[src/rtl/prt_pkg.sv]
// prt_pkg: shared types and constants of the peer registry table
// depends on nothing; used by the channel interfaces and every rtl module
package prt_pkg;

    localparam int ADDR_W    = 32;
    localparam int PORT_W    = 16;
    localparam int SLOT_W    = 8;
    // span that a filled or cleared slot keeps below the top slot before the limit moves
    localparam int HEAD_SPAN = 5;

    typedef enum logic [1:0] {
        ACT_QUERY      = 2'd0,
        ACT_REGISTER   = 2'd1,
        ACT_DEREGISTER = 2'd2,
        ACT_INVALID    = 2'd3
    } t_action;

    // one stored table entry
    typedef struct packed {
        logic              used;
        logic [ADDR_W-1:0] ip_addr;
        logic [PORT_W-1:0] port_num;
    } t_entry;

    // one result beat
    typedef struct packed {
        logic              found;
        logic [SLOT_W-1:0] slot;
    } t_result;

endpackage

[src/rtl/prt_if.sv]
// prt_if: valid/ready channel interfaces for request and response beats
// depends on prt_pkg
interface prt_req_if import prt_pkg::*; ();
    logic              valid;
    logic              ready;
    t_action           action;
    logic [ADDR_W-1:0] ip_addr;
    logic [PORT_W-1:0] port_num;

    modport source (output valid, action, ip_addr, port_num, input ready);
    modport sink   (input valid, action, ip_addr, port_num, output ready);
endinterface


[src/rtl/prt_ctrl.sv]
// prt_ctrl: sequencer that clears the table, scans it per request and writes back
// depends on prt_pkg and prt_req_if; drives the ports of prt_entry_ram
module prt_ctrl
    import prt_pkg::*;
#(
    parameter int TABLE_DEPTH = 256,
    parameter int IDX_W       = $clog2(TABLE_DEPTH)
) (
    input  logic             i_clk,
    input  logic             i_rst_n,
    prt_req_if.sink          i_req,
    output logic [IDX_W-1:0] o_rd_addr,
    input  t_entry           i_rd_data,
    output logic             o_wr_en,
    output logic [IDX_W-1:0] o_wr_addr,
    output t_entry           o_wr_data,
    output logic             o_res_valid,
    output t_result          o_res,
    input  logic             i_res_ready
);

    localparam int LIM_W = IDX_W + 1;
    localparam logic [IDX_W-1:0] LAST_IDX = IDX_W'(TABLE_DEPTH - 1);
    localparam logic [LIM_W-1:0] TOP_SLOT = LIM_W'(TABLE_DEPTH - 1);
    localparam logic [LIM_W-1:0] SPAN     = LIM_W'(HEAD_SPAN);

    typedef enum logic [3:0] {
        ST_CLEAR  = 4'b0001,
        ST_IDLE   = 4'b0010,
        ST_SCAN   = 4'b0100,
        ST_UPDATE = 4'b1000
    } t_state;

    t_state            r_state, n_state;
    logic [IDX_W-1:0]  r_idx, n_idx;
    logic              r_iss, n_iss;
    logic              r_dv, n_dv;
    logic [IDX_W-1:0]  r_chk, n_chk;
    logic              r_hit, n_hit;
    logic [IDX_W-1:0]  r_hit_idx, n_hit_idx;
    logic              r_free, n_free;
    logic [IDX_W-1:0]  r_free_idx, n_free_idx;
    logic              r_last_used, n_last_used;
    logic [LIM_W-1:0]  r_limit, n_limit;
    t_action           r_action;
    logic [ADDR_W-1:0] r_ip;
    logic [PORT_W-1:0] r_port;

    logic [IDX_W-1:0] last_scan;
    logic             match_now;
    logic [LIM_W-1:0] hit_ext;
    logic [LIM_W-1:0] free_ext;
    logic             grow_ok;
    logic             shrink_ok;
    logic             accept;

    assign accept    = i_req.valid && (r_state == ST_IDLE);
    assign last_scan = IDX_W'(r_limit - LIM_W'(1));
    assign match_now = i_rd_data.used && (i_rd_data.ip_addr == r_ip)
                       && (i_rd_data.port_num == r_port);
    assign hit_ext   = {1'b0, r_hit_idx};
    assign free_ext  = {1'b0, r_free_idx};

    // limit moves only at its edge, slot plus span below the reserved top slot
    assign grow_ok   = (LIM_W'(free_ext + LIM_W'(1)) == r_limit)
                       && (LIM_W'(free_ext + SPAN) < TOP_SLOT);
    assign shrink_ok = (LIM_W'(hit_ext + LIM_W'(2)) == r_limit) && !r_last_used
                       && (LIM_W'(hit_ext + SPAN) < TOP_SLOT);

    assign i_req.ready = (r_state == ST_IDLE);
    assign o_rd_addr   = r_idx;

    // sequencer next state
    always_comb begin
        n_state     = r_state;
        n_idx       = r_idx;
        n_iss       = r_iss;
        n_dv        = 1'b0;
        n_chk       = r_idx;
        n_hit       = r_hit;
        n_hit_idx   = r_hit_idx;
        n_free      = r_free;
        n_free_idx  = r_free_idx;
        n_last_used = r_last_used;
        n_limit     = r_limit;
        o_wr_en     = 1'b0;
        o_wr_addr   = r_idx;
        o_wr_data   = '0;
        o_res_valid = 1'b0;
        o_res       = '0;

        unique case (r_state)
            ST_CLEAR: begin
                // sweep every entry to unused after reset
                o_wr_en = 1'b1;
                if (r_idx == LAST_IDX) begin
                    n_idx   = '0;
                    n_state = ST_IDLE;
                end else begin
                    n_idx = r_idx + IDX_W'(1);
                end
            end
            ST_IDLE: begin
                if (accept) begin
                    n_hit       = 1'b0;
                    n_free      = 1'b0;
                    n_last_used = 1'b0;
                    n_idx       = '0;
                    if (i_req.action == ACT_INVALID) begin
                        n_state = ST_UPDATE;
                    end else begin
                        n_iss   = 1'b1;
                        n_state = ST_SCAN;
                    end
                end
            end
            ST_SCAN: begin
                // issue reads of slots below the limit
                n_dv = r_iss;
                if (r_iss) begin
                    if (r_idx == last_scan) begin
                        n_iss = 1'b0;
                    end else begin
                        n_idx = r_idx + IDX_W'(1);
                    end
                end
                // check the entry read in the previous cycle
                if (r_dv) begin
                    if (match_now && !r_hit) begin
                        n_hit     = 1'b1;
                        n_hit_idx = r_chk;
                    end
                    if (!i_rd_data.used && !r_free) begin
                        n_free     = 1'b1;
                        n_free_idx = r_chk;
                    end
                    if (r_chk == last_scan) begin
                        n_last_used = i_rd_data.used;
                        n_idx       = '0;
                        n_state     = ST_UPDATE;
                    end
                end
            end
            ST_UPDATE: begin
                // result beat and write-back leave together
                o_res_valid = 1'b1;
                unique case (r_action)
                    ACT_QUERY: begin
                        o_res.found = r_hit;
                        o_res.slot  = r_hit ? SLOT_W'({{SLOT_W{1'b0}}, r_hit_idx}) : '0;
                    end
                    ACT_REGISTER: begin
                        priority if (r_hit) begin
                            o_res.found = 1'b1;
                            o_res.slot  = SLOT_W'({{SLOT_W{1'b0}}, r_hit_idx});
                        end else if (r_free) begin
                            o_res.found        = 1'b1;
                            o_res.slot         = SLOT_W'({{SLOT_W{1'b0}}, r_free_idx});
                            o_wr_en            = i_res_ready;
                            o_wr_addr          = r_free_idx;
                            o_wr_data.used     = 1'b1;
                            o_wr_data.ip_addr  = r_ip;
                            o_wr_data.port_num = r_port;
                            if (i_res_ready && grow_ok) begin
                                n_limit = LIM_W'(r_limit + LIM_W'(1));
                            end
                        end else begin
                            o_res = '0;
                        end
                    end
                    ACT_DEREGISTER: begin
                        if (r_hit) begin
                            o_res.found = 1'b1;
                            o_res.slot  = SLOT_W'({{SLOT_W{1'b0}}, r_hit_idx});
                            o_wr_en     = i_res_ready;
                            o_wr_addr   = r_hit_idx;
                            if (i_res_ready && shrink_ok) begin
                                n_limit = LIM_W'(hit_ext + LIM_W'(1));
                            end
                        end
                    end
                    ACT_INVALID: begin
                        o_res = '0;
                    end
                    default: begin
                        o_res = '0;
                    end
                endcase
                if (i_res_ready) begin
                    n_state = ST_IDLE;
                end
            end
            default: begin
                n_state = ST_IDLE;
            end
        endcase
    end

    // control registers
    always_ff @(posedge i_clk) begin
        if (!i_rst_n) begin
            r_state     <= ST_CLEAR;
            r_idx       <= '0;
            r_iss       <= 1'b0;
            r_dv        <= 1'b0;
            r_hit       <= 1'b0;
            r_free      <= 1'b0;
            r_last_used <= 1'b0;
            r_limit     <= LIM_W'(1);
        end else begin
            r_state     <= n_state;
            r_idx       <= n_idx;
            r_iss       <= n_iss;
            r_dv        <= n_dv;
            r_hit       <= n_hit;
            r_free      <= n_free;
            r_last_used <= n_last_used;
            r_limit     <= n_limit;
        end
    end

    // scan bookkeeping and request payload
    always_ff @(posedge i_clk) begin
        r_chk      <= n_chk;
        r_hit_idx  <= n_hit_idx;
        r_free_idx <= n_free_idx;
        if (accept) begin
            r_action <= i_req.action;
            r_ip     <= i_req.ip_addr;
            r_port   <= i_req.port_num;
        end
    end

endmodule

[src/flat_wrapper.sv]
// flat-port wrapper written by rule: the top's interface ports become plain ports
module prt_ctrl_flat import prt_pkg::*;
#(
    parameter int TABLE_DEPTH = 256,
    parameter int IDX_W       = $clog2(TABLE_DEPTH)
)
  (i_clk, i_rst_n, o_rd_addr, i_rd_data, o_wr_en, o_wr_addr, o_wr_data, o_res_valid, o_res, i_res_ready, i_req_valid, i_req_action, i_req_ip_addr, i_req_port_num, i_req_ready);
  prt_req_if i_req_i ();
  input  logic i_clk;
  input  logic i_rst_n;
  output logic [IDX_W-1:0] o_rd_addr;
  input  t_entry i_rd_data;
  output logic o_wr_en;
  output logic [IDX_W-1:0] o_wr_addr;
  output t_entry o_wr_data;
  output logic o_res_valid;
  output t_result o_res;
  input  logic i_res_ready;
  input wire logic [$bits(i_req_i.valid)-1:0] i_req_valid;
  input wire logic [$bits(i_req_i.action)-1:0] i_req_action;
  input wire logic [$bits(i_req_i.ip_addr)-1:0] i_req_ip_addr;
  input wire logic [$bits(i_req_i.port_num)-1:0] i_req_port_num;
  output wire logic [$bits(i_req_i.ready)-1:0] i_req_ready;
  assign i_req_i.valid = i_req_valid;
  assign i_req_i.action = i_req_action;
  assign i_req_i.ip_addr = i_req_ip_addr;
  assign i_req_i.port_num = i_req_port_num;
  assign i_req_ready = i_req_i.ready;
  prt_ctrl #(.TABLE_DEPTH(TABLE_DEPTH), .IDX_W(IDX_W)) u_core (.i_clk(i_clk), .i_rst_n(i_rst_n), .i_req(i_req_i), .o_rd_addr(o_rd_addr), .i_rd_data(i_rd_data), .o_wr_en(o_wr_en), .o_wr_addr(o_wr_addr), .o_wr_data(o_wr_data), .o_res_valid(o_res_valid), .o_res(o_res), .i_res_ready(i_res_ready));
endmodule
[config.mk]
export PLATFORM = sky130hd
export DESIGN_NAME = prt_ctrl_flat
export DESIGN_NICKNAME = d
export VERILOG_FILES = /design/src/rtl/prt_pkg.sv /design/src/rtl/prt_if.sv /design/src/rtl/prt_ctrl.sv /design/src/flat_wrapper.sv
export SDC_FILE = /design/constraint.sdc
export NUM_CORES = 1
export LEC_CHECK = 0
export ABC_CLOCK_PERIOD_IN_PS = 3100
export BUFFER_PORTS_ARGS = -buffer_cell sky130_fd_sc_hd__buf_2
export CELL_PAD_IN_SITES_DETAIL_PLACEMENT = 1
export CELL_PAD_IN_SITES_GLOBAL_PLACEMENT = 1
export CORE_MARGIN = 4
export CORE_UTILIZATION = 37
export CTS_BUF_LIST = sky130_fd_sc_hd__clkbuf_8
export CTS_CLUSTER_SIZE = 12
export DETAILED_ROUTE_END_ITERATION = 6
export HOLD_SLACK_MARGIN = 0.12
export PLACE_DENSITY = 0.82
export SETUP_SLACK_MARGIN = 0.4
export SYNTH_ARGS = -nofsm -noshare
export SYNTH_HDL_FRONTEND = slang
export SYNTH_SLANG_ARGS = --single-unit
[constraint.sdc]
create_clock -name i_clk -period 3.1 [get_ports i_clk]
set_input_delay 0.93 -clock i_clk [delete_from_list [all_inputs] [get_ports i_clk]]
set_output_delay 0.93 -clock i_clk [all_outputs]
set_load 0.005 [all_outputs]
==> impl_metrics.ini, run 1 <==
[finish]
final_cell_count_no_fill = 1121
utilization_pct = 53.0
nNetsFinal = 1008
final_layout_size_suffix_gt1_share_pct = 42.0
area.growth.synth_to_final_pct = 39.0

[sta]
finalSetupViolations = 0
max_slew_margin_pct = 54.3
finalHoldViolations = 0
drv_slew = 0
fin_crit_sh_pct = 98.5
max_freq_mhz = 327
tightest_slew_ns = 0.686
layout_min_cycle_time_ns = 3.05
rsz0062_at_grt = yes
skew_ns = 0.0211

[placed_design]
gp_congestion = 0.912
dpl.hpwl_um = 18000
dp_cells = 1060
port_buffers = 179

[logic_synthesis]
synth.distinct_cells = 77
netlist_area_mm2 = 0.00637
synth_nets = 788
synth_edf_count = 66
synth_most_common_cell = edfxtp_1
ys.flop_type = edfxtp_1
synthMuxAreaShare_pct = 0.314
ys_warn_count = 0
async_flop_share_pct = 0
ys_seq_area_share_pct = 41.8
yosys.area_share.simple_pct = 22.0
netlist_instances = 675
synthTopCellsByArea = edfxtp_1 31%, dfxtp_1 11%, xnor2_1 6.2%
yosys.area_share.adder_pct = 1.97
yosysTopAreaCell = edfxtp_1
syn_area_per_cell_um2 = 9.43
synth_compound_area_share_pct = 16.8
synth-xor-area-share_pct = 12.2
ys_ff_latch = 100
synthTopCellsByCount = 66 x edfxtp_1, 54 x and3_1, 45 x xnor2_1, 43 x nand2_1, 41 x xor2_1
synth_top_area_share_pct = 31.1
synth_top_family_by_area = simple AND/OR/NAND/NOR gates

[power]
p_seq_share_pct = 47.2
switchingPower_w = 0.00112
vdd_drop_max_mv = 0.309
p_int_w = 0.00224
swShare_pct = 33.4
p_leak_nw = 3.62
p_comb_share_pct = 27.3
p_clk_share_pct = 25.5
powerDensity_mw_per_mm2 = 380

[route]
routed_via_density = 5.96
first_pass_iters = 5
ant_nets = 0
dr_total_vias = 6676
drc_errors = 0
wl_per_cell_um = 25.3
first_iter_violations = 632
wl_um = 28400

[worst_setup_path]
critPathKind = flop to primary output
end_kind = primary output
cp-start-kind = flop
arrival_ns = 2.12
crit_path_max_fanout = 7
crit_required_ns = 2.17

[clocking]
ctsHoldBuffers = 0
path_clk_slew_ns = 0.11
clkLatencyLatePin_ns = 0.40
cts_inserted_buffers = 9
cts_tree = yes
cts-root-buf = clkbuf_8
clockBufferDepth = 2
cts.sinks = 100
htree_levels = 3

[floorplanning]
dieHeight_um = 139
die_w_um = 139
io_pins = 180
row_count = 47
coreArea_mm2 = 0.0167
dieArea_mm2 = 0.0194
start_util_pct = 38.1

[outcome]
status = finished clean

[hold_path]
hold_path_class = flop to flop

[flow_run]
drv_cap = 0

[grt]
grt_pass1_wl_um = 39500
grt_max_degree = 51
antenna_found_initial = 1
overflow = 0
grt_use_total_pct = 26.0
grt_pass1_vias = 6609
==> critical path, cell delays in order, from the launching register on <==
cell and delay [ns]:
edfxtp_1 0.44, buf_6 0.15, ha_4 0.16, inv_4 0.06, nor2_4 0.04, buf_12 0.14, a22oi_2 0.22, nor2_1 0.08
a21oi_1 0.19, nor2_1 0.11, buf_2 0.14
==> layout by cell type, fill, tap and decap left out, drive strengths merged, types with 4 or more instances in the layout <==
| cell | instances |
|---|---|
| nor2b | 4 |
| a21oi | 24 |
| o31ai | 4 |
| ha | 10 |
| xnor2 | 45 |
| o22ai | 6 |
| and2 | 7 |
| nand4b | 4 |
| or3b | 4 |
| inv | 24 |
| and3 | 54 |
| o2111ai | 4 |
| dfxtp | 34 |
| nand2b | 11 |
| nand4 | 13 |
| o211ai | 5 |
| nor3 | 17 |
| or3 | 7 |
| nor4 | 12 |
| edfxtp | 66 |
| a211oi | 7 |
| o21ai | 35 |
| o21bai | 5 |
| buf | 256 |
| xor2 | 41 |
| nor2 | 36 |
| nand3b | 5 |
| a221oi | 4 |
| o21a | 8 |
| a22oi | 16 |
| nand2 | 44 |
| nand3 | 25 |
| clkbuf | 12 |
==> layout make-up <==
class                   instances  area, um^2
clock inverters                 7        57.6
multi-input cells             504        3880
well taps                     220         275
flip-flops and latches        100        2670
clock buffers                   9         124
repair buffers                259        1740
diodes                          1        2.50
inverters                      21        97.6
fillers                      1938        7850
==> what timing repair did <==
item,4_1_cts,5_1_grt
pin swaps,16,29
buffers inserted,15,22
setup endpoints to repair,80,88
endpoints found under the hold margin,0,0
gates resized for setup,69,80
gates cloned,3,4
==> stage by stage <==
stage,instance area [um^2],TNS [ns],power (W),hold slack (ns),setup WS [ns]
after floorplan,6380,0,0.00201,0.364,0.243
after global placement,7600,0,0.00230,0.471,0.288
after detailed placement,7600,0,0.00233,0.475,0.187
after CTS,8270,0,0.00324,0.486,0.168
after global routing,8850,-0.0370,0.00349,0.519,-0.0370
final,8850,0,0.00336,0.489,0.0456
==> per-layer routing <==
layer	global-route usage [%]	vias to the layer above	routed length [um]
met4	6.95	0	731
met2	45.2	315	14800
met3	4.14	69	1590
li1	-	2925	-
met5	0	-	0
met1	33.7	3367	11300
==> kinds of logic after synthesis <==
kind of cell / Yosys count
XOR/XNOR: 87
multiplexers: 2
adder cells (fa/ha/maj): 10
AO/OA/AOI/OAI: 151
flip-flops: 100
AND/OR/NAND/NOR: 254
buffers and inverters: 71
==> worst paths after layout <==
kind | startpoint | to | slack (ns) | cells past startpoint
setup / recovery | u_core.r_action[0] | o_res[1] | 0.05 | 10
hold / removal | u_core.o_rd_addr[3] | u_core.r_chk[3] | 0.49 | 0
hold reg to reg | u_core.o_rd_addr[3] | u_core.r_chk[3] | 0.49 | 0
setup reg to reg | u_core.r_action[1] | u_core.r_limit[6] | 0.29 | 14
==> state kept, by name, summed over array words and instances, names as in the netlist, 2 cells and up <==
| name | flops |
|---|---|
| u_core.r_limit | 9 |
| u_core.r_ip | 32 |
| u_core.r_state | 4 |
| u_core.r_free_idx | 8 |
| u_core.r_chk | 8 |
| u_core.o_rd_addr | 8 |
| u_core.r_action | 2 |
| u_core.r_hit_idx | 8 |
| u_core.r_port | 16 |
==> power by group through the flow <==
stage / sequential [W] / clock, W / combinational (W)
6_report: 0.00159 / 0.000856 / 0.000919
5_1_grt: 0.00159 / 0.000917 / 0.000982
4_1_cts: 0.00158 / 0.000841 / 0.000824
3_5_place_dp: 0.00161 / 0 / 0.000724
3_3_place_gp: 0.00160 / 0 / 0.000701
2_1_floorplan: 0.00161 / 0 / 0.000393
No activity file was read; power rests on OpenSTA's default activity.
==> run 2, diff against run 1 <==
--- a/config.mk
+++ b/config.mk
@@ -5,17 +5,18 @@
 export SDC_FILE = /design/constraint.sdc
 export NUM_CORES = 1
 export LEC_CHECK = 0
-export ABC_CLOCK_PERIOD_IN_PS = 3100
+export ABC_AREA = 1
+export ABC_CLOCK_PERIOD_IN_PS = 3200
 export BUFFER_PORTS_ARGS = -buffer_cell sky130_fd_sc_hd__buf_2
 export CELL_PAD_IN_SITES_DETAIL_PLACEMENT = 1
 export CELL_PAD_IN_SITES_GLOBAL_PLACEMENT = 1
 export CORE_MARGIN = 4
-export CORE_UTILIZATION = 37
+export CORE_UTILIZATION = 39
 export CTS_BUF_LIST = sky130_fd_sc_hd__clkbuf_8
 export CTS_CLUSTER_SIZE = 12
 export DETAILED_ROUTE_END_ITERATION = 6
 export HOLD_SLACK_MARGIN = 0.12
-export PLACE_DENSITY = 0.82
+export PLACE_DENSITY = 0.86
 export SETUP_SLACK_MARGIN = 0.4
 export SYNTH_ARGS = -nofsm -noshare
 export SYNTH_HDL_FRONTEND = slang
==> constraint.sdc (replaced) <==
create_clock -name i_clk -period 3.2 [get_ports i_clk]
set_input_delay 0.96 -clock i_clk [delete_from_list [all_inputs] [get_ports i_clk]]
set_output_delay 0.96 -clock i_clk [all_outputs]
set_load 0.005 [all_outputs]
==> run 2 against run 1 <==
Highest routed layer unchanged. Routed wire length grew 7.5%. Clock skew grew 0.0012 ns. Largest power group unchanged. Global-route usage grew 1.4 points. Hold slack lost 0.048 ns. Largest cell class unchanged.
==> impl_metrics.ini, run 2 <==
[outcome]
status = finished clean

[finish]
multi_input_area_mm2 = 0.00361
final_cell_count_no_fill = 1292
regMostFlops = u_core.r_ip
largest_register_ffs = 32
num-fill-cells = 1995
regArea_mm2 = 0.00267
top_regs = u_core.r_ip: 32 flops, u_core.r_port: 16 flops, u_core.r_limit: 9 flops
layout_common_cells = 179 x buf_2, 168 x nand2_1, 110 x inv_1, 92 x nor2_1, 71 x nand3_1
final_layout_size_suffix_gt1_share_pct = 34.3
layout_commonest_cell = buf_2
nNetsFinal = 1170
area.growth.synth_to_final_pct = 34.9

[logic_synthesis]
ys.flop_type = edfxtp_1
ys_warn_count = 0
synth_nets = 955
ys_ff_latch = 100
netlist_area_mm2 = 0.00638
yosysTopAreaCell = edfxtp_1
ys_seq_area_share_pct = 41.8
synth_edf_count = 66
async_flop_share_pct = 0
synth_most_common_cell = nand2_1
synth.distinct_cells = 50
netlist_instances = 842
synth_top_area_share_pct = 31.1
synthTopCellsByCount = 173 x nand2_1, 136 x nor2_1, 115 x inv_1, 71 x nand3_1, 66 x edfxtp_1
synthTopCellsByArea = edfxtp_1 31%, dfxtp_1 11%, nand2_1 10%
syn_area_per_cell_um2 = 7.57

[floorplanning]
start_util_pct = 40.0
die_w_um = 136
dieHeight_um = 136
io_pins = 180
coreArea_mm2 = 0.0159
dieArea_mm2 = 0.0185
row_count = 46

[clocking]
cts.sinks = 100
ctsHoldBuffers = 0
clockBufferDepth = 2
cts_inserted_buffers = 9
cts-root-buf = clkbuf_8
cts_tree = yes
htree_levels = 3
clkLatencyLatePin_ns = 0.41
path_clk_slew_ns = 0.11

[sta]
finalHoldViolations = 0
whs_ns = 0.441
max_freq_mhz = 314
fin_crit_sh_pct = 99.6
tightest_slew_ns = 0.682
skew_ns = 0.0223
rsz0062_at_grt = yes
finalSetupViolations = 0
drv_slew = 0
max_slew_margin_pct = 54.5
layout_min_cycle_time_ns = 3.19

[grt]
grt_pass1_wl_um = 38400
grt_max_degree = 49
grt_use_total_pct = 27.4
grt_pass1_vias = 7025
overflow = 0
antenna_found_initial = 9

[route]
routed_via_density = 5.67
first_iter_violations = 732
drc_errors = 0
first_pass_iters = 6
wl_um = 30500
wl_per_cell_um = 23.6
dr_total_vias = 7332
ant_nets = 0

[worst_setup_path]
crit_required_ns = 2.24
cp-start-kind = flop
crit_path_max_fanout = 6
critPathKind = flop to primary output
crit_chain = inv_2 > ha_4 > inv_6 > nor2_4 > inv_2 > nor2_4 > buf_6 > buf_12 > inv_12 > nor2_2 > buf_2
cpMaxStageDelayCell = edfxtp_1
end_kind = primary output
arrival_ns = 2.23
slowest_delay_ns = 0.46

[placed_design]
dp_cells = 1228
port_buffers = 179
gp_congestion = 0.906
dpl.hpwl_um = 18500

[power]
p_leak_nw = 3.93
vdd_drop_max_mv = 0.404
p_comb_share_pct = 33.3
switchingPower_w = 0.00148
p_clk_share_pct = 21.1
p_seq_share_pct = 45.6
swShare_pct = 39.2
power_w = 0.00377
powerDensity_mw_per_mm2 = 438
p_int_w = 0.00229

[hold_path]
hold_path_class = flop to flop

[flow_run]
drv_cap = 0
[run 2: cell count changes in the layout (fill, tap and decap cells not counted), sizes merged, moves of 10 or more]
cell	before	now
a22oi	16	0
and3	54	2
buf	256	215
diode	1	14
inv	24	133
nand2	44	181
nand2b	11	0
nand3	25	74
nor2	36	147
nor3	17	7
o21ai	35	48
xnor2	45	20
xor2	41	24
[run 2: cell type report]
| cell class | count | area share (%) |
|---|---|---|
| repair inverters | 7 | 1.51 |
| clock inverters | 7 | 0.494 |
| clock buffers | 9 | 1.44 |
| repair buffers | 215 | 14.1 |
| flip-flops and latches | 100 | 31.0 |
| multi-input cells | 597 | 42.0 |
| diodes | 14 | 0.407 |
| inverters | 127 | 5.86 |
| well taps | 216 | 3.14 |
[run 2: per-layer routing]
metal,wire length [um],global-route usage [%],up-vias,share of wire [%]
li1,-,-,3200,-
met5,0,0,-,0
met2,14800,47.7,459,49
met4,1980,12.6,0,6.5
met3,2340,4.66,151,7.7
met1,11400,33.0,3522,37
[run 2: worst paths after layout]
check                           start                end  slack, ns  cells after the start
setup / recovery   u_core.r_action[1]      o_wr_data[24]       0.01                     11
hold / removal    u_core.o_rd_addr[3]    u_core.r_chk[3]       0.44                      0
setup reg to reg   u_core.r_action[0]  u_core.r_limit[8]       0.49                     14
hold reg to reg   u_core.o_rd_addr[3]    u_core.r_chk[3]       0.44                      0
[run 2: per-stage QoR]
step	cell area, um^2	util, %	worst slack, ns	setup TNS, ns
2_1_floorplan	6380	-	0.551	0
3_3_place_gp	7520	47.2	0.453	0
3_5_place_dp	7520	47.2	0.321	0
4_1_cts	8200	51.4	0.283	0
5_1_grt	8600	54.0	-0.0534	-0.677
6_report	8600	54.0	0.0130	0
[run 2: logic make-up after synthesis]
logic type | share of synthesized area [%]
compound gates | 10.9
buf+inv | 8.85
xor+xnor | 6.04
simple gates | 30.4
fa+ha+maj | 1.96
flops | 41.8
[run 2: timing repair]
action / 4_1_cts / 5_1_grt
pin swaps: 9 / 12
gates cloned: 4 / 3
buffers inserted: 16 / 11
gates resized for setup: 97 / 63
endpoints found under the setup margin: 66 / 68
[run 2: power groups by stage]
stage	sequential [W]	combinational, W	clock, W
6_report	0.00172	0.00126	0.000794
5_1_grt	0.00174	0.00137	0.000843
4_1_cts	0.00170	0.00120	0.000774
3_5_place_dp	0.00173	0.00112	0
3_3_place_gp	0.00172	0.00109	0
2_1_floorplan	0.00168	0.000767	0
[run 2: worst max-delay path: cells and delay by family (launching register included)]
kind	cells	cell delay [ns]
buffers and inverters	7	0.74
adder cells (fa/ha/maj)	1	0.17
AND/OR/NAND/NOR	3	0.43
flip-flops	1	0.46
